`config.mk`:
```
export PLATFORM = sky130hd
export DESIGN_NAME = loss_hole_list_builder
export DESIGN_NICKNAME = d
export VERILOG_FILES = /design/src/sv/lhb_pkg.sv /design/src/sv/lhb_front.sv /design/src/sv/lhb_queue.sv /design/src/sv/lhb_back.sv /design/src/sv/loss_hole_list_builder.sv
export SDC_FILE = /design/constraint.sdc
export NUM_CORES = 2
export LEC_CHECK = 0
export ABC_AREA = 0
export BUFFER_PORTS_ARGS = -buffer_cell sky130_fd_sc_hd__buf_2
export CAP_MARGIN = 10
export CORE_MARGIN = 3
export CORE_UTILIZATION = 47
export CTS_CLUSTER_DIAMETER = 120
export DETAILED_ROUTE_END_ITERATION = 6
export SETUP_SLACK_MARGIN = 0.5
export SLEW_MARGIN = 15
export SYNTH_ARGS = -nofsm -noshare
export SYNTH_HDL_FRONTEND = slang
export SYNTH_SLANG_ARGS = --single-unit
```
`constraint.sdc`:
```
create_clock -name i_clk -period 8.86 [get_ports i_clk]
set_input_delay 1.772 -clock i_clk [delete_from_list [all_inputs] [get_ports i_clk]]
set_output_delay 1.772 -clock i_clk [all_outputs]
set_load 0.01 [all_outputs]
```
`src/sv/lhb_pkg.sv`:
```
package lhb_pkg;

    // Window and hole limits
    localparam int WINDOW_SIZE = 256;
    localparam int MAX_HOLES   = 16;
    localparam int WIN_W       = $clog2(WINDOW_SIZE);

    // Field widths
    localparam int OP_W    = 2;
    localparam int SEQ_W   = 16;
    localparam int KEY_W   = 64;
    localparam int ROUND_W = 16;
    localparam int ALPHA_W = 8;
    localparam int AC_W    = 7;
    localparam int HC_W    = 6;
    localparam int DUR_W   = 16;
    localparam int LOSS_W  = 8;
    localparam int KIND_W  = 2;

    // Arithmetic constants
    localparam int LATEST_MUL = 5;
    localparam int ALPHA_CAP  = 100;
    localparam int LOSS_CAP   = 255;
    localparam int LOSS_KNEE  = 5;
    localparam int DUR_CAP    = 100;
    localparam int DUR_SHORT  = 10;

    // Input tdata layout
    localparam int IN_SEQ_LSB   = 0;
    localparam int IN_RCV_BIT   = IN_SEQ_LSB + SEQ_W;
    localparam int IN_KEY_LSB   = IN_RCV_BIT + 1;
    localparam int IN_ROUND_LSB = IN_KEY_LSB + KEY_W;
    localparam int IN_RBIT_BIT  = IN_ROUND_LSB + ROUND_W;
    localparam int IN_ALPHA_LSB = IN_RBIT_BIT + 1;
    localparam int IN_USED_W    = IN_ALPHA_LSB + ALPHA_W;
    localparam int IN_DATA_W    = ((IN_USED_W + 7) / 8) * 8;

    // Output tdata layout
    localparam int OUT_LEFT_LSB  = 0;
    localparam int OUT_RIGHT_LSB = OUT_LEFT_LSB + SEQ_W;
    localparam int OUT_HC_LSB    = OUT_RIGHT_LSB + SEQ_W;
    localparam int OUT_ROUND_LSB = OUT_HC_LSB + HC_W;
    localparam int OUT_KEY_LSB   = OUT_ROUND_LSB + ROUND_W;
    localparam int OUT_DUR_LSB   = OUT_KEY_LSB + KEY_W;
    localparam int OUT_REARM_BIT = OUT_DUR_LSB + DUR_W;
    localparam int OUT_REPL_BIT  = OUT_REARM_BIT + 1;
    localparam int OUT_USED_W    = OUT_REPL_BIT + 1;
    localparam int OUT_DATA_W    = ((OUT_USED_W + 7) / 8) * 8;

    // Command queue
    localparam int Q_DEPTH = 2;
    localparam int Q_AW    = $clog2(Q_DEPTH);
    localparam int Q_CW    = $clog2(Q_DEPTH + 1);

    typedef enum logic [OP_W-1:0] {
        OP_MARK  = 2'd0,
        OP_REQ   = 2'd1,
        OP_TIMER = 2'd2,
        OP_NONE  = 2'd3
    } t_op;

    typedef enum logic [KIND_W-1:0] {
        KIND_HOLE    = 2'd0,
        KIND_SUMMARY = 2'd1,
        KIND_SEND    = 2'd2
    } t_kind;

    typedef enum logic [1:0] {
        CMD_MARK,
        CMD_REQ,
        CMD_TIMER
    } t_cmd_kind;

    typedef enum logic [1:0] {
        B_IDLE,
        B_SCAN,
        B_SUM
    } t_bstate;

    // Classified request as queued between front and back
    typedef struct packed {
        t_cmd_kind          kind;
        logic [WIN_W-1:0]   widx;
        logic               mark;
        logic [KEY_W-1:0]   key;
        logic [ROUND_W-1:0] round;
        logic               rbit;
        logic [AC_W-1:0]    alpha;
        logic [SEQ_W-1:0]   latest;
        logic [SEQ_W-1:0]   start;
    } t_cmd;

    // Queue head as seen by the back end
    typedef struct packed {
        logic valid;
        t_cmd cmd;
    } t_q_head;

endpackage

```
`src/sv/lhb_front.sv`:
```
module lhb_front (
    input  logic                          i_s_tvalid,
    output logic                          o_s_tready,
    input  logic [lhb_pkg::IN_DATA_W-1:0] i_s_tdata,
    input  logic [lhb_pkg::OP_W-1:0]      i_s_tuser,
    input  logic                          i_q_full,
    output logic                          o_push,
    output lhb_pkg::t_cmd                 o_cmd
);
    import lhb_pkg::*;

    t_op                op;
    logic [ROUND_W-1:0] round;
    logic [ALPHA_W-1:0] alpha;
    logic [SEQ_W-1:0]   latest;

    // Accept whenever the queue has room; drop unused op codes
    assign o_s_tready = !i_q_full;
    assign op         = t_op'(i_s_tuser);
    assign o_push     = i_s_tvalid && o_s_tready && (op != OP_NONE);

    assign round = i_s_tdata[IN_ROUND_LSB +: ROUND_W];
    assign alpha = i_s_tdata[IN_ALPHA_LSB +: ALPHA_W];

    // Latest index is five times the round, modulo 2^16
    assign latest = SEQ_W'({round, 2'b00}) + round;

    // Classify and precompute the scan range
    always_comb begin
        case (op)
            OP_MARK:  o_cmd.kind = CMD_MARK;
            OP_REQ:   o_cmd.kind = CMD_REQ;
            default:  o_cmd.kind = CMD_TIMER;
        endcase
        o_cmd.widx   = i_s_tdata[IN_SEQ_LSB +: WIN_W];
        o_cmd.mark   = i_s_tdata[IN_RCV_BIT];
        o_cmd.key    = i_s_tdata[IN_KEY_LSB +: KEY_W];
        o_cmd.round  = round;
        o_cmd.rbit   = i_s_tdata[IN_RBIT_BIT];
        o_cmd.alpha  = (alpha > ALPHA_W'(ALPHA_CAP)) ? AC_W'(ALPHA_CAP) : alpha[AC_W-1:0];
        o_cmd.latest = latest;
        o_cmd.start  = (latest >= SEQ_W'(WINDOW_SIZE)) ? latest - SEQ_W'(WINDOW_SIZE)
                                                       : '0;
    end

endmodule

```
`src/sv/lhb_queue.sv`:
```
module lhb_queue (
    input  logic             i_clk,
    input  logic             i_rst_n,
    input  logic             i_push,
    input  lhb_pkg::t_cmd    i_cmd,
    output logic             o_full,
    input  logic             i_pop,
    output lhb_pkg::t_q_head o_head
);
    import lhb_pkg::*;

    t_cmd            r_mem [Q_DEPTH];
    logic [Q_AW-1:0] r_wp;
    logic [Q_AW-1:0] r_rp;
    logic [Q_CW-1:0] r_cnt;

    assign o_full       = (r_cnt == Q_CW'(Q_DEPTH));
    assign o_head.valid = (r_cnt != '0);
    assign o_head.cmd   = r_mem[r_rp];

    // Advance pointers and fill count
    always_ff @(posedge i_clk) begin
        if (!i_rst_n) begin
            r_wp  <= '0;
            r_rp  <= '0;
            r_cnt <= '0;
        end else begin
            if (i_push) begin
                r_wp <= r_wp + 1'b1;
            end
            if (i_pop) begin
                r_rp <= r_rp + 1'b1;
            end
            case ({i_push, i_pop})
                2'b10:   r_cnt <= r_cnt + 1'b1;
                2'b01:   r_cnt <= r_cnt - 1'b1;
                default: r_cnt <= r_cnt;
            endcase
        end
    end

    // Store entries
    always_ff @(posedge i_clk) begin
        if (i_push) begin
            r_mem[r_wp] <= i_cmd;
        end
    end

endmodule

```
`src/sv/lhb_back.sv`:
```
module lhb_back (
    input  logic                           i_clk,
    input  logic                           i_rst_n,
    input  lhb_pkg::t_q_head               i_head,
    output logic                           o_pop,
    output logic                           o_m_tvalid,
    input  logic                           i_m_tready,
    output logic [lhb_pkg::OUT_DATA_W-1:0] o_m_tdata,
    output logic [lhb_pkg::KIND_W-1:0]     o_m_tuser,
    output logic                           o_m_tlast
);
    import lhb_pkg::*;

    localparam int TERM_W = LOSS_W + 1;
    localparam int PROD_W = AC_W + TERM_W;

    function automatic logic [OUT_DATA_W-1:0] pack_out(
        input logic [SEQ_W-1:0]   left,
        input logic [SEQ_W-1:0]   right,
        input logic [HC_W-1:0]    count,
        input logic [ROUND_W-1:0] rnd,
        input logic [KEY_W-1:0]   key,
        input logic [DUR_W-1:0]   dur,
        input logic               rearm,
        input logic               repl
    );
        logic [OUT_DATA_W-1:0] v;
        v = '0;
        v[OUT_LEFT_LSB +: SEQ_W]    = left;
        v[OUT_RIGHT_LSB +: SEQ_W]   = right;
        v[OUT_HC_LSB +: HC_W]       = count;
        v[OUT_ROUND_LSB +: ROUND_W] = rnd;
        v[OUT_KEY_LSB +: KEY_W]     = key;
        v[OUT_DUR_LSB +: DUR_W]     = dur;
        v[OUT_REARM_BIT]            = rearm;
        v[OUT_REPL_BIT]             = repl;
        return v;
    endfunction

    t_bstate r_state, n_state;

    // Receive map: memory plus per-entry valid bits
    logic                   r_map_mem [WINDOW_SIZE];
    logic [WINDOW_SIZE-1:0] r_map_vld;

    // Pending request
    logic               r_pending;
    logic [ROUND_W-1:0] r_pend_round;

    // Latched request
    logic [KEY_W-1:0]   r_key;
    logic [ROUND_W-1:0] r_round;
    logic               r_rbit;
    logic [AC_W-1:0]    r_alpha;
    logic [SEQ_W-1:0]   r_latest;

    // Scan pipeline
    logic [SEQ_W-1:0]  r_idx;
    logic              r_issue;
    logic              r_rd_vld;
    logic              r_rd_mbit;
    logic              r_rd_vbit;
    logic [SEQ_W-1:0]  r_rd_idx;
    logic              r_rd_end;
    logic              r_in_hole;
    logic [SEQ_W-1:0]  r_left;
    logic [HC_W-1:0]   r_holes;
    logic [LOSS_W-1:0] r_loss;

    // Output register
    logic                  r_out_valid;
    t_kind                 r_out_kind;
    logic [OUT_DATA_W-1:0] r_out_data;
    logic                  r_out_last;

    // Control from the output block
    logic can_emit;
    logic do_mark, do_start, do_send, rd_en, adv;
    logic hole_close, scan_done, sum_emit, load;

    logic              rd_bit;
    logic [SEQ_W-1:0]  hole_left_v, hole_right_v, hole_len;
    logic [SEQ_W:0]    loss_sum;
    logic [LOSS_W-1:0] n_loss;
    logic [LOSS_W-1:0] term;
    logic [TERM_W-1:0] term1;
    logic [PROD_W-1:0] prod;
    logic [PROD_W:0]   dur_raw;
    logic [DUR_W-1:0]  dur_rearm;

    assign can_emit = !r_out_valid || i_m_tready;
    assign rd_bit   = r_rd_mbit & r_rd_vbit;

    // Hole bounds and running loss
    assign hole_left_v  = (rd_bit || r_in_hole) ? r_left : r_rd_idx;
    assign hole_right_v = rd_bit ? r_rd_idx - 1'b1 : r_rd_idx;
    assign hole_len     = hole_right_v - hole_left_v + 1'b1;
    assign loss_sum     = (SEQ_W+1)'(r_loss) + (SEQ_W+1)'(hole_len);
    assign n_loss       = (loss_sum > (SEQ_W+1)'(LOSS_CAP)) ? LOSS_W'(LOSS_CAP)
                                                            : loss_sum[LOSS_W-1:0];

    // Backoff duration from the saturated loss count
    assign term      = (r_loss <= LOSS_W'(LOSS_KNEE)) ? LOSS_W'(LOSS_KNEE) - r_loss : r_loss;
    assign term1     = TERM_W'(term) + TERM_W'(r_rbit);
    assign prod      = PROD_W'(r_alpha) * PROD_W'(term1);
    assign dur_raw   = {prod, 1'b0};
    assign dur_rearm = (dur_raw == '0)                   ? DUR_W'(1) :
                       (dur_raw > (PROD_W+1)'(DUR_CAP)) ? DUR_W'(DUR_SHORT) :
                                                          dur_raw[DUR_W-1:0];

    // Next state
    always_comb begin
        n_state = r_state;
        case (r_state)
            B_IDLE: begin
                if (do_start) begin
                    n_state = (i_head.cmd.latest == '0) ? B_SUM : B_SCAN;
                end
            end
            B_SCAN: begin
                if (scan_done) begin
                    n_state = B_SUM;
                end
            end
            B_SUM: begin
                if (sum_emit) begin
                    n_state = B_IDLE;
                end
            end
            default: n_state = B_IDLE;
        endcase
    end

    // Control outputs
    always_comb begin
        o_pop      = 1'b0;
        do_mark    = 1'b0;
        do_start   = 1'b0;
        do_send    = 1'b0;
        adv        = 1'b0;
        rd_en      = 1'b0;
        hole_close = 1'b0;
        scan_done  = 1'b0;
        sum_emit   = 1'b0;
        case (r_state)
            B_IDLE: begin
                if (i_head.valid) begin
                    case (i_head.cmd.kind)
                        CMD_MARK: begin
                            o_pop   = 1'b1;
                            do_mark = 1'b1;
                        end
                        CMD_REQ: begin
                            o_pop    = 1'b1;
                            do_start = 1'b1;
                        end
                        default: begin
                            o_pop   = !r_pending || can_emit;
                            do_send = r_pending && can_emit;
                        end
                    endcase
                end
            end
            B_SCAN: begin
                adv        = can_emit;
                rd_en      = can_emit && r_issue;
                hole_close = can_emit && r_rd_vld && (rd_bit ? r_in_hole : r_rd_end);
                scan_done  = can_emit && r_rd_vld &&
                             (r_rd_end || (hole_close && (r_holes == HC_W'(MAX_HOLES - 1))));
            end
            B_SUM: begin
                sum_emit = can_emit;
            end
            default: ;
        endcase
    end

    assign load = do_send || hole_close || sum_emit;

    // State, pending and scan control
    always_ff @(posedge i_clk) begin
        if (!i_rst_n) begin
            r_state      <= B_IDLE;
            r_pending    <= 1'b0;
            r_pend_round <= '0;
            r_map_vld    <= '0;
            r_issue      <= 1'b0;
            r_rd_vld     <= 1'b0;
            r_in_hole    <= 1'b0;
            r_holes      <= '0;
            r_loss       <= '0;
            r_out_valid  <= 1'b0;
        end else begin
            r_state <= n_state;
            if (do_mark) begin
                r_map_vld[i_head.cmd.widx] <= 1'b1;
            end
            if (do_send) begin
                r_pending <= 1'b0;
            end else if (sum_emit) begin
                r_pending    <= 1'b1;
                r_pend_round <= r_round;
            end
            if (do_start) begin
                r_issue   <= (i_head.cmd.latest != '0);
                r_rd_vld  <= 1'b0;
                r_in_hole <= 1'b0;
                r_holes   <= '0;
                r_loss    <= '0;
            end else if (adv) begin
                if (scan_done) begin
                    r_issue  <= 1'b0;
                    r_rd_vld <= 1'b0;
                end else begin
                    r_rd_vld <= r_issue;
                    if (r_issue) begin
                        r_issue <= (r_idx != r_latest - 1'b1);
                    end
                end
                if (r_rd_vld) begin
                    r_in_hole <= !rd_bit;
                end
                if (hole_close) begin
                    r_holes <= r_holes + 1'b1;
                    r_loss  <= n_loss;
                end
            end
            if (load) begin
                r_out_valid <= 1'b1;
            end else if (i_m_tready) begin
                r_out_valid <= 1'b0;
            end
        end
    end

    // Receive map write and registered read
    always_ff @(posedge i_clk) begin
        if (do_mark) begin
            r_map_mem[i_head.cmd.widx] <= i_head.cmd.mark;
        end
        if (rd_en) begin
            r_rd_mbit <= r_map_mem[r_idx[WIN_W-1:0]];
            r_rd_vbit <= r_map_vld[r_idx[WIN_W-1:0]];
        end
    end

    // Request latch, scan indices and hole start
    always_ff @(posedge i_clk) begin
        if (do_start) begin
            r_key    <= i_head.cmd.key;
            r_round  <= i_head.cmd.round;
            r_rbit   <= i_head.cmd.rbit;
            r_alpha  <= i_head.cmd.alpha;
            r_latest <= i_head.cmd.latest;
            r_idx    <= i_head.cmd.start;
        end else if (rd_en) begin
            r_rd_idx <= r_idx;
            r_rd_end <= (r_idx == r_latest - 1'b1);
            r_idx    <= r_idx + 1'b1;
        end
        if (adv && r_rd_vld && !rd_bit && !r_in_hole) begin
            r_left <= r_rd_idx;
        end
    end

    // Load the output register
    always_ff @(posedge i_clk) begin
        if (do_send) begin
            r_out_kind <= KIND_SEND;
            r_out_last <= 1'b1;
            r_out_data <= pack_out('0, '0, '0, r_pend_round, '0, '0, 1'b0, 1'b0);
        end else if (hole_close) begin
            r_out_kind <= KIND_HOLE;
            r_out_last <= 1'b0;
            r_out_data <= pack_out(hole_left_v, hole_right_v, '0, '0, '0, '0, 1'b0, 1'b0);
        end else if (sum_emit) begin
            r_out_kind <= KIND_SUMMARY;
            r_out_last <= 1'b1;
            r_out_data <= pack_out('0, '0, r_holes, r_round, r_key,
                                   r_pending ? '0 : dur_rearm, !r_pending, r_pending);
        end
    end

    assign o_m_tvalid = r_out_valid;
    assign o_m_tdata  = r_out_data;
    assign o_m_tuser  = r_out_kind;
    assign o_m_tlast  = r_out_last;

endmodule

```
`src/sv/loss_hole_list_builder.sv`:
```
// Channel   | Dir | Handshake            | Payload
// ----------+-----+----------------------+---------------------------------------------
// request   | in  | i_s_tvalid/o_s_tready| tuser op; tdata seq..alpha
// result    | out | o_m_tvalid/i_m_tready| tuser kind; tdata hole..flags; tlast last
//
// A mark write or timer request is handled in the back end from the queue head.
// A DACK request scans up to min(latest, WINDOW_SIZE) indices: the back end reads the
// receive map one index per unstalled cycle via its single registered read port.
// Reset clears the receive map valid bits, the pending flag and the queue.
// A stalled result halts the scan in place; the two-entry queue takes requests until full.
module loss_hole_list_builder (
    input  logic                           i_clk,
    input  logic                           i_rst_n,
    input  logic                           i_s_tvalid,
    output logic                           o_s_tready,
    // tdata: seq[15:0], received[16], stream_key[80:17], round[96:81],
    //        random_bit[97], alpha[105:98], zero pad
    input  logic [lhb_pkg::IN_DATA_W-1:0]  i_s_tdata,
    // tuser: op[1:0]
    input  logic [lhb_pkg::OP_W-1:0]       i_s_tuser,
    output logic                           o_m_tvalid,
    input  logic                           i_m_tready,
    // tdata: hole_left[15:0], hole_right[31:16], hole_count[37:32], round_out[53:38],
    //        key_out[117:54], duration[133:118], rearm_timer[134],
    //        replaced_pending[135], zero pad
    output logic [lhb_pkg::OUT_DATA_W-1:0] o_m_tdata,
    // tuser: kind[1:0]
    output logic [lhb_pkg::KIND_W-1:0]     o_m_tuser,
    output logic                           o_m_tlast
);
    import lhb_pkg::*;

    logic    q_full;
    logic    q_push;
    logic    q_pop;
    t_cmd    q_cmd;
    t_q_head q_head;

    lhb_front u_front (
        .i_s_tvalid (i_s_tvalid),
        .o_s_tready (o_s_tready),
        .i_s_tdata  (i_s_tdata),
        .i_s_tuser  (i_s_tuser),
        .i_q_full   (q_full),
        .o_push     (q_push),
        .o_cmd      (q_cmd)
    );

    lhb_queue u_queue (
        .i_clk   (i_clk),
        .i_rst_n (i_rst_n),
        .i_push  (q_push),
        .i_cmd   (q_cmd),
        .o_full  (q_full),
        .i_pop   (q_pop),
        .o_head  (q_head)
    );

    lhb_back u_back (
        .i_clk      (i_clk),
        .i_rst_n    (i_rst_n),
        .i_head     (q_head),
        .o_pop      (q_pop),
        .o_m_tvalid (o_m_tvalid),
        .i_m_tready (i_m_tready),
        .o_m_tdata  (o_m_tdata),
        .o_m_tuser  (o_m_tuser),
        .o_m_tlast  (o_m_tlast)
    );

endmodule

```
==> metrics.txt <==
status complete, no violations; FF/Latch Area 28900 µm²; CP Class reg2reg; initial antenna violation count 25; vias post-DR 29582; CTS root buf clkbuf_16; most common cell in the netlist edfxtp_1; post-route ant nets 0; Finished Cell Area 53200 µm²; Highest Clock Rate 0.135 GHz; Crit path depth 28; pre-CTS setup slack 1.57 ns; Slew HR 20.6%; Reg clk slew, reported paths 0.06 ns; synth top area cells edfxtp_1 44%, dfxtp_1 18%, o21a_1 4.3%, mux2i_1 3.6%, mux4_2 3.1%; RSZ-0062 raised after global routing false; Setup crit start kind flop; Hold EP u_back.o_m_tdata[12]; crit-path max FO 10; routed wire length 113 mm; Num CTS Buffers 113; post-CTS setup buffer count 0; total gr overflow 0; syn_area_per_cell 12.7 µm²; Clock Sinks 1104; top cell type's share of synthesized area 43.9%; H-tree levels 3; Area Growth Syn to Fin 13.7%; Multi-input gate area 16800 µm²; # rows 115; Starting Density 47.5%; Register-to-Register Path Depth 28; met1 Usage GRT 29.2%; area leader, netlist edfxtp_1; Post-synth EDFFs 683; prevailing post-synth register cell edfxtp_1; worst path arrival time 7.99 ns; largest net degree at the start of global routing 196; minimum hold slack 0.447 ns; Core Region 98600 µm²; Resize count post-CTS 0; clk_skew 0.0586 ns; FILL cells 8348; Hold Startpoint u_back.o_m_tdata[12]; PD cells 235 nW/µm²; Final min period 7.41 ns; syn_nets 3945; final period utilization 83.6%; FF+latch count, synth 1104; CP max stage delay 0.56 ns; reg2reg start u_back.r_loss[1]; GRT met3 Usage 4.91%; post-layout util 53.9%; gp weighted congestion 0.832; final setup fails 0; setup TNS 0 ns; Yosys warnings 0; first-pass GRT wire length 173 mm; Min-Delay Path Depth 2; Max clock buf depth 3; GRT Total Usage 21.7%; Data required, critical path 9.45 ns; P_leak 19.3 nW; # DRC 0; met2 usage 35.3%; via density per instance 5.58; # IOs 259; Slew Viols, Final 0; Final WS setup 1.45 ns; DR iter-0 viols 2373; most instantiated cells after synthesis 683 x edfxtp_1, 421 x dfxtp_1, 371 x nand2_1, 371 x nor2_1, 268 x o21a_1; slowest stage cell, crit path nor2_1; final hold vios 0; Async S/R FF share, synth 0%; TritonCTS clock tree done; vias in the first global route 29456; share of post-route cells with drive strength above 1 17.1%; Cells after DPL 5080; Final Power 12.5 mW; fin nets 4158; CTS Hold Bufs 0; worst slew pin tran 1.18 ns; Hold Path Class reg2reg; VDD IR-drop max 0.185 mV; DRT Pass-1 Iters 6; WL per Instance 21.2 µm; Mapped Area 46800 µm²; Worst R2R Setup Slack 1.45 ns; GR peak layer met2; CP Capture Type flop; family with the most delay on the worst path adder cells; full die area 103000 µm²; number of port buffers 244; Placed Area 49300 µm²; Layout Cells excl Fill 5305; max-capacitance violation count 0; CP bufs+invs 6; CP dominant cell by count inv_1; cells after synthesis 3695; reg2reg end u_back.o_m_tdata[120]; Synth cell types 74; Final HPWL DP 69.9 mm; post-synthesis sequential area ratio 61.9%; die height 321 µm; Die X-Extent 321 µm; clock latency on the worst-skew pair 0.71 ns
-- cell usage in the layout (no fill, tap or decap), types with 95 or more instances in the layout --
cell type,synthesis,final
a21oi_1,143,142
buf_2,21,243
clkbuf_16,0,115
dfxtp_1,421,420
edfxtp_1,683,683
ha_1,95,95
mux2_2,108,107
mux2i_1,166,166
nand2_1,371,368
nor2_1,371,366
o21a_1,268,268
-- state kept, by name, indices dropped and copies added, names as in the netlist, 2 cells and up, named ones only --
signal	flops
u_back.o_m_tdata	136
u_back.o_m_tuser	2
u_back.r_alpha	7
u_back.r_holes	6
u_back.r_idx	16
u_back.r_key	64
u_back.r_latest	16
u_back.r_left	16
u_back.r_loss	8
u_back.r_map_mem	256
u_back.r_map_vld	256
u_back.r_pend_round	16
u_back.r_rd_idx	16
u_back.r_round	14
u_back.r_state	2
u_queue.r_cnt	2
u_queue.r_mem	258
-- cell type report --
| cell class | count | share of cell area (%) |
|---|---|---|
| sequential | 1104 | 54.4 |
| multi-input combinational | 2310 | 31.6 |
| clock buffer | 147 | 5.83 |
| timing repair buffer | 293 | 3.08 |
| tap | 1287 | 3.03 |
| clock inverter | 69 | 1.33 |
| inverter | 86 | 0.617 |
| antenna | 9 | 0.0424 |
-- worst max-delay path by stage --
stage                           startpoint               endpoint  slack (ns)
after global placement    u_back.r_loss[1]  u_back.o_m_tdata[120]        1.68
after CTS                 u_back.r_loss[1]  u_back.o_m_tdata[120]        1.53
after floorplan               i_s_tuser[1]    u_queue.r_mem[0][0]        0.88
final                     u_back.r_loss[1]  u_back.o_m_tdata[120]        1.45
after global routing      u_back.r_loss[1]  u_back.o_m_tdata[120]        0.95
after detailed placement  u_back.r_loss[1]  u_back.o_m_tdata[120]        1.57
-- logic make-up after synthesis --
group	count (synthesis)	synth area share, %
mux	338	9.23
fa+ha+maj	132	4.13
buf+inv	281	2.34
flops	1104	61.9
xor+xnor	98	1.84
compound gates	744	11.1
simple gates	998	9.51
-- worst min-delay path: stages (launching register included) --
cell     delay, ns
dfxtp_1       0.32
nand2_1       0.04
o21ai_0       0.05
-- power by group --
part           switching, mW  internal, mW  total [mW]
clock                   2.03          2.75        4.77
combinational           1.08         0.622        1.71
sequential             0.133          5.88        6.01
total                   3.24          9.25        12.5
-- routing by layer --
metal / wire length (µm) / up-vias / share of wire, %
li1: - / 14038 / -
met3: 6660 / 201 / 5.9
met5: 170 / - / 0.15
met1: 49700 / 14604 / 44
met4: 3010 / 26 / 2.7
met2: 52900 / 713 / 47
(Power assumes the default switching activity.)
